**config.mk**
```make
export PLATFORM = sky130hd
export DESIGN_NAME = sdes_byte_cipher
export DESIGN_NICKNAME = d
export VERILOG_FILES = /design/src/hdl/sdes_pkg.sv /design/src/hdl/sdes_ctrl.sv /design/src/hdl/sdes_dp.sv /design/src/hdl/sdes_byte_cipher.sv
export SDC_FILE = /design/constraint.sdc
export NUM_CORES = 1
export LEC_CHECK = 0
export BUFFER_PORTS_ARGS = -buffer_cell sky130_fd_sc_hd__buf_2
export CAP_MARGIN = 20
export CORE_UTILIZATION = 59
export CTS_BUF_LIST = sky130_fd_sc_hd__clkbuf_8
export CTS_CLUSTER_SIZE = 30
export DETAILED_ROUTE_END_ITERATION = 8
export GPL_ROUTABILITY_DRIVEN = 0
export GPL_TIMING_DRIVEN = 0
export PLACE_DENSITY = 0.78
export SLEW_MARGIN = 5
export SYNTH_ARGS = -nofsm -noshare
export SYNTH_HDL_FRONTEND = slang
export SYNTH_SLANG_ARGS = --single-unit
```
**constraint.sdc**
```tcl
create_clock -name clk -period 2.88 [get_ports clk]
set_clock_uncertainty 0.05 [all_clocks]
set_input_delay 0.144 -clock clk [delete_from_list [all_inputs] [get_ports clk]]
set_output_delay 0.144 -clock clk [all_outputs]
set_load 0.01 [all_outputs]
```
**src/hdl/sdes_pkg.sv**
```systemverilog
// Shared types, tables and permutation functions for the S-DES byte cipher.
`timescale 1ns / 1ps
package sdes_pkg;

  localparam int unsigned KEY_W  = 10;
  localparam int unsigned CNT_W  = 5;
  localparam int unsigned BYTE_W = 8;

  localparam logic [CNT_W-1:0] MAX_PASSES   = 5'd16;
  localparam logic [CNT_W-1:0] PASS_DEFAULT = 5'd10;

  localparam logic REG_KEY  = 1'b0;
  localparam logic REG_PASS = 1'b1;

  localparam logic FUNC_ENC = 1'b0;

  typedef enum logic [1:0] {
    ST_IDLE,
    ST_RUN,
    ST_DONE
  } sdes_state_t;

  typedef struct packed {
    logic load;
    logic step;
  } sdes_cmd_t;

  typedef struct packed {
    logic [CNT_W-1:0] npass;
  } sdes_stat_t;

  localparam logic [1:0] S0_TBL [16] = '{
    2'd1, 2'd0, 2'd3, 2'd2,
    2'd3, 2'd2, 2'd1, 2'd0,
    2'd0, 2'd2, 2'd1, 2'd3,
    2'd3, 2'd1, 2'd3, 2'd2
  };

  localparam logic [1:0] S1_TBL [16] = '{
    2'd0, 2'd1, 2'd2, 2'd3,
    2'd2, 2'd0, 2'd1, 2'd3,
    2'd3, 2'd0, 2'd1, 2'd0,
    2'd2, 2'd1, 2'd0, 2'd3
  };

  function automatic logic [9:0] p10(input logic [9:0] k);
    return {k[7], k[5], k[8], k[3], k[6], k[0], k[9], k[1], k[2], k[4]};
  endfunction

  function automatic logic [7:0] p8(input logic [9:0] x);
    return {x[4], x[7], x[3], x[6], x[2], x[5], x[0], x[1]};
  endfunction

  function automatic logic [7:0] ip(input logic [7:0] b);
    return {b[6], b[2], b[5], b[7], b[4], b[0], b[3], b[1]};
  endfunction

  function automatic logic [7:0] ip_inv(input logic [7:0] b);
    return {b[4], b[7], b[5], b[3], b[1], b[6], b[0], b[2]};
  endfunction

  function automatic logic [7:0] ep(input logic [3:0] r);
    return {r[0], r[3], r[2], r[1], r[2], r[1], r[0], r[3]};
  endfunction

  function automatic logic [3:0] p4(input logic [3:0] s);
    return {s[2], s[0], s[1], s[3]};
  endfunction

  function automatic logic [4:0] rotl1(input logic [4:0] x);
    return {x[3:0], x[4]};
  endfunction

  function automatic logic [4:0] rotl2(input logic [4:0] x);
    return {x[2:0], x[4:3]};
  endfunction

  function automatic logic [1:0] sbox0(input logic [3:0] n);
    return S0_TBL[{n[3], n[0], n[2:1]}];
  endfunction

  function automatic logic [1:0] sbox1(input logic [3:0] n);
    return S1_TBL[{n[3], n[0], n[2:1]}];
  endfunction

  function automatic logic [3:0] round_f(input logic [3:0] left, input logic [3:0] right,
                                         input logic [7:0] subkey);
    logic [7:0] x;
    x = ep(right) ^ subkey;
    return left ^ p4({sbox0(x[7:4]), sbox1(x[3:0])});
  endfunction

  function automatic logic [7:0] sdes_pass(input logic [7:0] b, input logic [7:0] ka,
                                           input logic [7:0] kb);
    logic [7:0] t;
    logic [3:0] l1;
    logic [3:0] l2;
    t  = ip(b);
    l1 = round_f(t[7:4], t[3:0], ka);
    l2 = round_f(t[3:0], l1, kb);
    return ip_inv({l2, l1});
  endfunction

endpackage

```
**src/hdl/sdes_ctrl.sv**
```systemverilog
// Controller state machine that sequences the S-DES passes for one request.
`timescale 1ns / 1ps
module sdes_ctrl
  import sdes_pkg::*;
(
  input  logic       clk,
  input  logic       rst_n,
  input  logic       start,
  input  sdes_stat_t stat,
  output sdes_cmd_t  cmd,
  output logic       busy,
  output logic       out_valid
);

  sdes_state_t      state_r, state_nxt;
  logic [CNT_W-1:0] left_r, left_nxt;

  always_ff @(posedge clk) begin
    if (!rst_n) begin
      state_r <= ST_IDLE;
      left_r  <= '0;
    end else begin
      state_r <= state_nxt;
      left_r  <= left_nxt;
    end
  end

  always_comb begin
    state_nxt = state_r;
    left_nxt  = left_r;
    cmd       = '0;
    busy      = 1'b0;
    out_valid = 1'b0;
    unique case (state_r)
      ST_IDLE, ST_DONE: begin
        out_valid = (state_r == ST_DONE);
        if (start) begin
          cmd.load = 1'b1;
          left_nxt = stat.npass;
          state_nxt = (stat.npass == '0) ? ST_DONE : ST_RUN;
        end else begin
          state_nxt = ST_IDLE;
        end
      end
      ST_RUN: begin
        busy     = 1'b1;
        cmd.step = 1'b1;
        left_nxt = left_r - 1'b1;
        if (left_r == 5'd1) begin
          state_nxt = ST_DONE;
        end
      end
      default: begin
        state_nxt = ST_IDLE;
      end
    endcase
  end

endmodule

```
**src/hdl/sdes_dp.sv**
```systemverilog
// Datapath: configuration registers, subkey schedule and the one-pass S-DES unit.
`timescale 1ns / 1ps
module sdes_dp
  import sdes_pkg::*;
(
  input  logic              clk,
  input  logic              rst_n,
  input  logic              cfg_we,
  input  logic              cfg_index,
  input  logic [KEY_W-1:0]  cfg_wdata,
  input  logic [BYTE_W-1:0] in_data_byte,
  input  logic              in_func,
  input  sdes_cmd_t         cmd,
  output sdes_stat_t        stat,
  output logic [BYTE_W-1:0] out_result_byte
);

  logic [KEY_W-1:0]  key_r;
  logic [CNT_W-1:0]  count_r;
  logic [BYTE_W-1:0] byte_r;
  logic [7:0]        ka_r;
  logic [7:0]        kb_r;
  logic [9:0]        pk;
  logic [4:0]        lo1;
  logic [4:0]        ro1;
  logic [7:0]        k1;
  logic [7:0]        k2;

  always_ff @(posedge clk) begin
    if (!rst_n) begin
      key_r   <= '0;
      count_r <= PASS_DEFAULT;
    end else if (cfg_we) begin
      unique case (cfg_index)
        REG_KEY:  key_r   <= cfg_wdata;
        REG_PASS: count_r <= cfg_wdata[CNT_W-1:0];
        default:  ;
      endcase
    end
  end

  assign pk  = p10(key_r);
  assign lo1 = rotl1(pk[9:5]);
  assign ro1 = rotl1(pk[4:0]);
  assign k1  = p8({lo1, ro1});
  assign k2  = p8({rotl2(lo1), rotl2(ro1)});

  assign stat.npass = (count_r > MAX_PASSES) ? MAX_PASSES : count_r;

  always_ff @(posedge clk) begin
    if (!rst_n) begin
      byte_r <= '0;
      ka_r   <= '0;
      kb_r   <= '0;
    end else if (cmd.load) begin
      byte_r <= in_data_byte;
      ka_r   <= (in_func == FUNC_ENC) ? k1 : k2;
      kb_r   <= (in_func == FUNC_ENC) ? k2 : k1;
    end else if (cmd.step) begin
      byte_r <= sdes_pass(byte_r, ka_r, kb_r);
    end
  end

  assign out_result_byte = byte_r;

endmodule

```
**src/hdl/sdes_byte_cipher.sv**
```systemverilog
// Top level of the S-DES byte cipher: controller plus datapath.
`timescale 1ns / 1ps
// A request is taken when start is high and busy is low. The byte then goes
// through the configured number of S-DES passes (pass_count, saturated at 16),
// one full pass per clock in a single pass unit, and the result appears on
// out_result_byte with out_valid high for exactly one cycle once the last pass
// is done (in the cycle after the request for a pass count of zero). The
// receiver cannot stall the result and must take it in that cycle. busy is low
// in the result cycle, so the next request may be accepted there. Registers
// must be written only while no request is in progress, which the block does
// not enforce: index 0 is the 10-bit key, index 1 the pass count.
module sdes_byte_cipher
  import sdes_pkg::*;
(
  input  logic              clk,
  input  logic              rst_n,
  input  logic              start,
  output logic              busy,
  input  logic [BYTE_W-1:0] in_data_byte,
  input  logic              in_func,
  output logic              out_valid,
  output logic [BYTE_W-1:0] out_result_byte,
  input  logic              cfg_we,
  input  logic              cfg_index,
  input  logic [KEY_W-1:0]  cfg_wdata
);

  sdes_cmd_t  cmd;
  sdes_stat_t stat;

  sdes_ctrl u_ctrl (
    .clk       (clk),
    .rst_n     (rst_n),
    .start     (start),
    .stat      (stat),
    .cmd       (cmd),
    .busy      (busy),
    .out_valid (out_valid)
  );

  sdes_dp u_dp (
    .clk             (clk),
    .rst_n           (rst_n),
    .cfg_we          (cfg_we),
    .cfg_index       (cfg_index),
    .cfg_wdata       (cfg_wdata),
    .in_data_byte    (in_data_byte),
    .in_func         (in_func),
    .cmd             (cmd),
    .stat            (stat),
    .out_result_byte (out_result_byte)
  );

endmodule

```
==> summary.md, run 1 <==
| Metric | Value |
|---|---|
| Clock Path Buffers | `2` |
| Worst-Margin Slew | `598 ps` |
| Final Max Slew Viols | `0` |
| Reg-to-reg slack, setup | `200 ps` |
| Endpoint class of the critical path | `flip-flop` |
| Fmax | `374 MHz` |
| Worst r2r path cells | `12` |
| RSZ-0062 raised after global routing | `false` |
| Register area share after synthesis | `35.7%` |
| First-pass DRT Iterations | `4` |
| Ant. Diodes | `0` |
| ANT nets after route | `0` |
| DRC errors left | `0` |
| Worst Min Path Start | `cfg_wdata[9]` |
| Initial Util | `63.1%` |
| Die W | `68.1 um` |
| Core area | `0.00409 mm2` |
| Synthesized flop and latch total | `46` |
| Vias in the first global route | `1961` |
| HPWL Detailed | `4.24 mm` |
| Hold_ws | `41.6 ps` |
| Synth Flop Type | `dfxtp_1` |
| CP required | `3030 ps` |
| Total power draw | `0.00233 W` |
| LEAKAGE | `1.21 nW` |
| Drt first-iter violations | `151` |
| Clk Latency, worst-skew pair | `300 ps` |
| # setup viols final | `0` |
| Period utilisation layout | `92.9%` |
| Critical path origin | `u_dp.out_result_byte[3]$_SDFFE_PN0P_` |
| Power Density | `803 mW/mm2` |
| Register clock-pin slew on the reported worst setup and hold paths | `90 ps` |
| Maxcap violations | `0` |
| Synth Cell Area | `0.00258 mm2` |
| Area Overhead vs Synth | `12.7%` |
| I/O pin total | `34` |
| VDD IR max | `0.000425 V` |
| Synth area leader | `dfxtp_1` |
| Num rows | `23` |
| Pin count of the biggest net entering global routing | `14` |
| Grt ovf | `0` |
| Post-layout min period | `2680 ps` |
| Num CTS Buffers | `5` |
| Worst hold stages | `3` |
| Worst Path Max Fanout | `5` |
| Worst setup path category | `reg2reg` |
| Root Buffer | `clkbuf_8` |
| Data arrival, critical path | `2820 ps` |
| Post-Syn Nets | `325` |
| Chip height | `68.1 um` |
| Share of cells above drive strength 1 | `14.6%` |
| Ys async rst share | `0%` |
| Synthesis Warnings | `0` |
| Syn Area/Cell | `8.69 um2` |
| Worst setup SP type | `flip-flop` |
| Die area | `0.00464 mm2` |
| Mapped Cells | `297` |
| CTS tree | `built` |
| Post-Route WL | `5.76 mm` |
| Hold Path End | `u_dp.key_r[9]$_SDFFE_PN0P_` |
| Initial antenna violation count | `0` |
| Fin. Hold Viols | `0` |
| Area contributors post-synth | `dfxtp_1, nand2_1, xnor2_1` |
| PortBufs | `30` |
| Post-CTS setup buffers | `0` |
| RR Endpoint | `u_dp.out_result_byte[5]$_SDFFE_PN0P_` |
| DR vias | `2201` |
| Hold buffers post-CTS | `0` |
| Post-synth top cells | `dfxtp_1, nand2_1, o21ai_0` |
| Num Clock Sinks | `46` |
| Post-synth EDFFs | `0` |
| Avg WL per Cell | `15.0 um` |
| DR vias/cell | `5.72` |
| Depth of the CTS H-tree | `2` |
| Top-count cell post-synth | `dfxtp_1` |
| Cell variety after synth | `48` |
| Worst slew margin | `60.0%` |
| Outcome | `completed` |
| Setup TNS | `0 ps` |
| Top-area cell type share of the netlist area | `35.7%` |
| Reg-to-Reg Start | `u_dp.out_result_byte[3]$_SDFFE_PN0P_` |
| GRT Total Usage | `26.6%` |
| # nets final | `362` |
| First-pass GRT wire length | `8.96 mm` |
| Hold WC Path Type | `in2reg` |
-- registers in the layout, indices dropped and copies added (netlist names) --
signal	cells
u_ctrl.left_r	5
u_ctrl.state_r	2
u_dp.count_r	5
u_dp.ka_r	8
u_dp.kb_r	8
u_dp.key_r	10
u_dp.out_result_byte	8
-- cell type report --
class                      count  area [um2]
clock buffer                   5        68.8
multi-input combinational    225        1560
timing repair buffer          30         150
fill                         337        1180
clock inverter                 3        37.5
inverter                       7        26.3
sequential                    46         921
buffer                        19        80.1
tap                           50        62.6
-- report_power, final --
part	internal, W	switching [W]	leakage (nW)
Combinational	0.000517	0.000562	0.773
Clock	0.000253	0.000219	0.0607
Sequential	0.000703	0.0000792	0.379
Total	0.00147	0.000860	1.21
-- per-stage QoR --
step / util [%] / setup slack [ps] / cell area [um2] / cells
2_1_floorplan: - / 400 / 2580 / 297
3_3_place_gp: 68.3 / 280 / 2790 / 377
3_5_place_dp: 68.3 / 192 / 2790 / 377
4_1_cts: 70.9 / 178 / 2900 / 385
5_1_grt: 71.1 / 34.2 / 2910 / 385
6_report: 71.1 / 205 / 2910 / 385
-- worst max-delay path by stage --
stage                                           end  cells past startpoint
6_report       u_dp.out_result_byte[5]$_SDFFE_PN0P_                     12
5_1_grt        u_dp.out_result_byte[5]$_SDFFE_PN0P_                     11
4_1_cts        u_dp.out_result_byte[5]$_SDFFE_PN0P_                     11
3_5_place_dp   u_dp.out_result_byte[5]$_SDFFE_PN0P_                     11
3_3_place_gp   u_dp.out_result_byte[5]$_SDFFE_PN0P_                     11
2_1_floorplan  u_dp.out_result_byte[5]$_SDFFE_PN0P_                     11
-- worst max-delay path, cell delays in order, from the launching register on --
cell      delay [ps]
dfxtp_1          330
buf_6            130
xnor2_1          280
ha_1             290
nor2_1           130
a31o_4           160
xnor3_1          270
ha_1             320
xor2_1           180
a21oi_1          100
a21o_1           170
o311ai_1          80
nand2_1           70
-- what timing repair did --
item / in CTS / in global routing
endpoints found under the hold margin: 0 / 0
gates resized for setup: 0 / 1
setup endpoints to repair: 0 / 1
-- metal layers --
metal / track usage, % / routed length [um] / vias to the layer above
li1: - / - / 1110
met1: 33.4 / 2620 / 1013
met2: 45.7 / 2770 / 70
met3: 5.00 / 300 / 8
met4: 8.33 / 72 / 0
met5: 0 / 0 / -
-- placed cells by master (no fill, tap or decap), types with 4 or more instances in the layout --
master    instances
nor2_1            8
nor2b_1           6
xnor2_2           5
o21ai_0          19
dfxtp_1          46
buf_2            31
nor3_1            4
a21oi_1          10
clkbuf_8          5
inv_1             9
xor2_1            9
clkbuf_1         15
ha_1              4
a31oi_1          12
xnor2_1          14
a22oi_1           4
nand2_1          45
nand2b_1         10
a21boi_0         17
mux2i_1           4
nand3_1          15
-- cell families (layout without fill, tap and decap cells) --
group | Yosys count | count (layout) | synth area share [%]
buf+inv | 26 | 64 | 4.12
flops | 46 | 46 | 35.7
fa+ha+maj | 4 | 4 | 1.94
xor+xnor | 33 | 33 | 15.0
mux | 5 | 5 | 2.42
compound gates | 87 | 87 | 23.5
simple gates | 96 | 96 | 17.3
Power figures use the tool's default switching activity.
==> run 2: changes to the inputs <==
--- a/config.mk
+++ b/config.mk
@@ -14,6 +14,7 @@
 export GPL_ROUTABILITY_DRIVEN = 0
 export GPL_TIMING_DRIVEN = 0
 export PLACE_DENSITY = 0.78
+export RECOVER_POWER = 25
 export SLEW_MARGIN = 5
 export SYNTH_ARGS = -nofsm -noshare
 export SYNTH_HDL_FRONTEND = slang
==> summary.md, run 2 (synthesis gave the netlist of run 1 again) <==
| Metric | Value |
|---|---|
| I/O pin total | `34` |
| Worst setup SP type | `flip-flop` |
| Critical path origin | `u_dp.out_result_byte[3]$_SDFFE_PN0P_` |
| Drt first-iter violations | `151` |
| CP required | `3030 ps` |
| Outcome | `completed` |
| Reg-to-reg slack, setup | `200 ps` |
| Root Buffer | `clkbuf_8` |
| DRC errors left | `0` |
| Num rows | `23` |
| Max reg flops | `10` |
| Total power draw | `0.00233 W` |
| Grt ovf | `0` |
| HPWL Detailed | `4.24 mm` |
| Avg WL per Cell | `15.0 um` |
| RR Endpoint | `u_dp.out_result_byte[5]$_SDFFE_PN0P_` |
| P_sw | `0.000862 W` |
| Net Sw Frac | `36.9%` |
| Die area | `0.00464 mm2` |
| Power Density | `804 mW/mm2` |
| Data arrival, critical path | `2830 ps` |
| First-pass GRT wire length | `8.96 mm` |
| Hold buffers post-CTS | `0` |
| DR vias/cell | `5.71` |
| Critical Path Most Common Cell | `ha_1` |
| Post_cts resized | `0` |
| Core area | `0.00409 mm2` |
| Sequential power share | `33.5%` |
| Sequential Area | `921 um2` |
| RSZ-0062 raised after global routing | `false` |
| Num Clock Sinks | `46` |
| Reg with most FFs | `u_dp.key_r` |
| Final Max Slew Viols | `0` |
| Initial antenna violation count | `0` |
| Clock Path Buffers | `2` |
| Worst r2r path cells | `12` |
| Pin count of the biggest net entering global routing | `14` |
| Worst slew margin | `60.1%` |
| Post-CTS setup buffers | `0` |
| Worst-Margin Slew | `596 ps` |
| Worst Path Max Fanout | `5` |
| CP endpoint | `u_dp.out_result_byte[5]$_SDFFE_PN0P_` |
| Critical path depth in cells | `12` |
| Most common cell after layout, fill and taps aside | `dfxtp_1` |
| Period utilisation layout | `93.0%` |
| Area Overhead vs Synth | `12.6%` |
| CP Cell Sequence | `buf_6 > xnor2_1 > ha_1 > nor2_1 > a31o_4 > xnor3_1 > ha_1 > xor2_1 > a21oi_1 > a21o_1 > o311ai_1 > nand2_1` |
| Most frequent cells in the layout | `dfxtp_1, nand2_1, buf_2` |
| Worst setup path category | `reg2reg` |
| Fin. Hold Viols | `0` |
| Vias in the first global route | `1961` |
| Clock Power Share | `20.3%` |
| Chip height | `68.1 um` |
| Maxcap violations | `0` |
| VDD IR max | `0.000425 V` |
| First-pass DRT Iterations | `4` |
| Slowest-stage cell, CP | `dfxtp_1` |
| Die W | `68.1 um` |
| Endpoint class of the critical path | `flip-flop` |
| LEAKAGE | `1.20 nW` |
| Max incr delay on CP | `330 ps` |
| DR vias | `2198` |
| Fin area | `0.00290 mm2` |
| # nets final | `362` |
| Buf/Inv on CP | `1` |
| Fmax | `373 MHz` |
| Hold_ws | `41.3 ps` |
| ANT nets after route | `0` |
| CP top delay family | `XOR/XNOR gates` |
| Num CTS Buffers | `5` |
| GRT Total Usage | `26.6%` |
| Share of cells above drive strength 1 | `14.0%` |
| PortBufs | `30` |
| Reg-to-Reg Start | `u_dp.out_result_byte[3]$_SDFFE_PN0P_` |
| Depth of the CTS H-tree | `2` |
| Core Util, Final | `71.1%` |
| Combinational fraction of design power | `46.2%` |
| CTS tree | `built` |
| Fillers | `338` |
| Register clock-pin slew on the reported worst setup and hold paths | `90 ps` |
| Setup TNS | `0 ps` |
| Internal power | `0.00147 W` |
| Hold WC Path Type | `in2reg` |
| Post-Route WL | `5.78 mm` |
| Initial Util | `63.1%` |
| # setup viols final | `0` |
| Post-layout min period | `2680 ps` |
| Cell area after placement | `0.00279 mm2` |
| Ant. Diodes | `0` |
| Clk Latency, worst-skew pair | `300 ps` |
| Multi-input logic area | `0.00156 mm2` |
[run 2: cell types whose count changed in the layout (fill, tap and decap cells not counted), sizes merged]
cell and change:
buf -2, clkbuf +2
[run 2: worst min path at each step]
stage                     depth (start not counted)                         end    startpoint
after floorplan                                   2  u_dp.key_r[0]$_SDFFE_PN0P_  cfg_wdata[0]
after global placement                            3  u_dp.key_r[9]$_SDFFE_PN0P_  cfg_wdata[9]
after detailed placement                          3  u_dp.key_r[9]$_SDFFE_PN0P_  cfg_wdata[9]
after CTS                                         3  u_dp.key_r[9]$_SDFFE_PN0P_  cfg_wdata[9]
after global routing                              3  u_dp.key_r[7]$_SDFFE_PN0P_  cfg_wdata[7]
final                                             3  u_dp.key_r[9]$_SDFFE_PN0P_  cfg_wdata[9]
[run 2: layer usage]
layer  global-route usage [%]  vias to the layer above  routed length, um
met4                     8.33                        0                 72
met5                        0                        -                  0
met1                     33.4                     1015               2650
met3                     5.00                        8                276
met2                     45.7                       66               2770
li1                         -                     1109                  -
[run 2: final cells by class]
cell class	count	share of cell area [%]
Sequential cell	46	31.7
Buffer	19	2.76
Inverter	7	0.905
Timing Repair Buffer	30	5.08
Clock inverter	3	1.29
Multi-Input combinational cell	225	53.7
Tap cell	50	2.15
Clock buffer	5	2.37
[run 2: power by group through the flow]
stage	clock network (W)	registers (W)	logic (W)
6_report	0.000473	0.000783	0.00108
5_1_grt	0.000498	0.000791	0.00119
4_1_cts	0.000472	0.000780	0.00108
3_5_place_dp	0	0.000794	0.00107
3_3_place_gp	0	0.000790	0.00103
2_1_floorplan	0	0.000791	0.000865
[run 2: tightest hold or removal path: cells and delay by family]
family,cells,cell delay (ps)
compound gates,1,60
buf+inv,1,90
simple gates,1,40
[run 2: stage by stage]
step | std cells | setup WS (ps)
3_3_place_gp | 377 | 280
4_1_cts | 385 | 178
2_1_floorplan | 297 | 400
3_5_place_dp | 377 | 192
6_report | 385 | 200
5_1_grt | 385 | 34.2
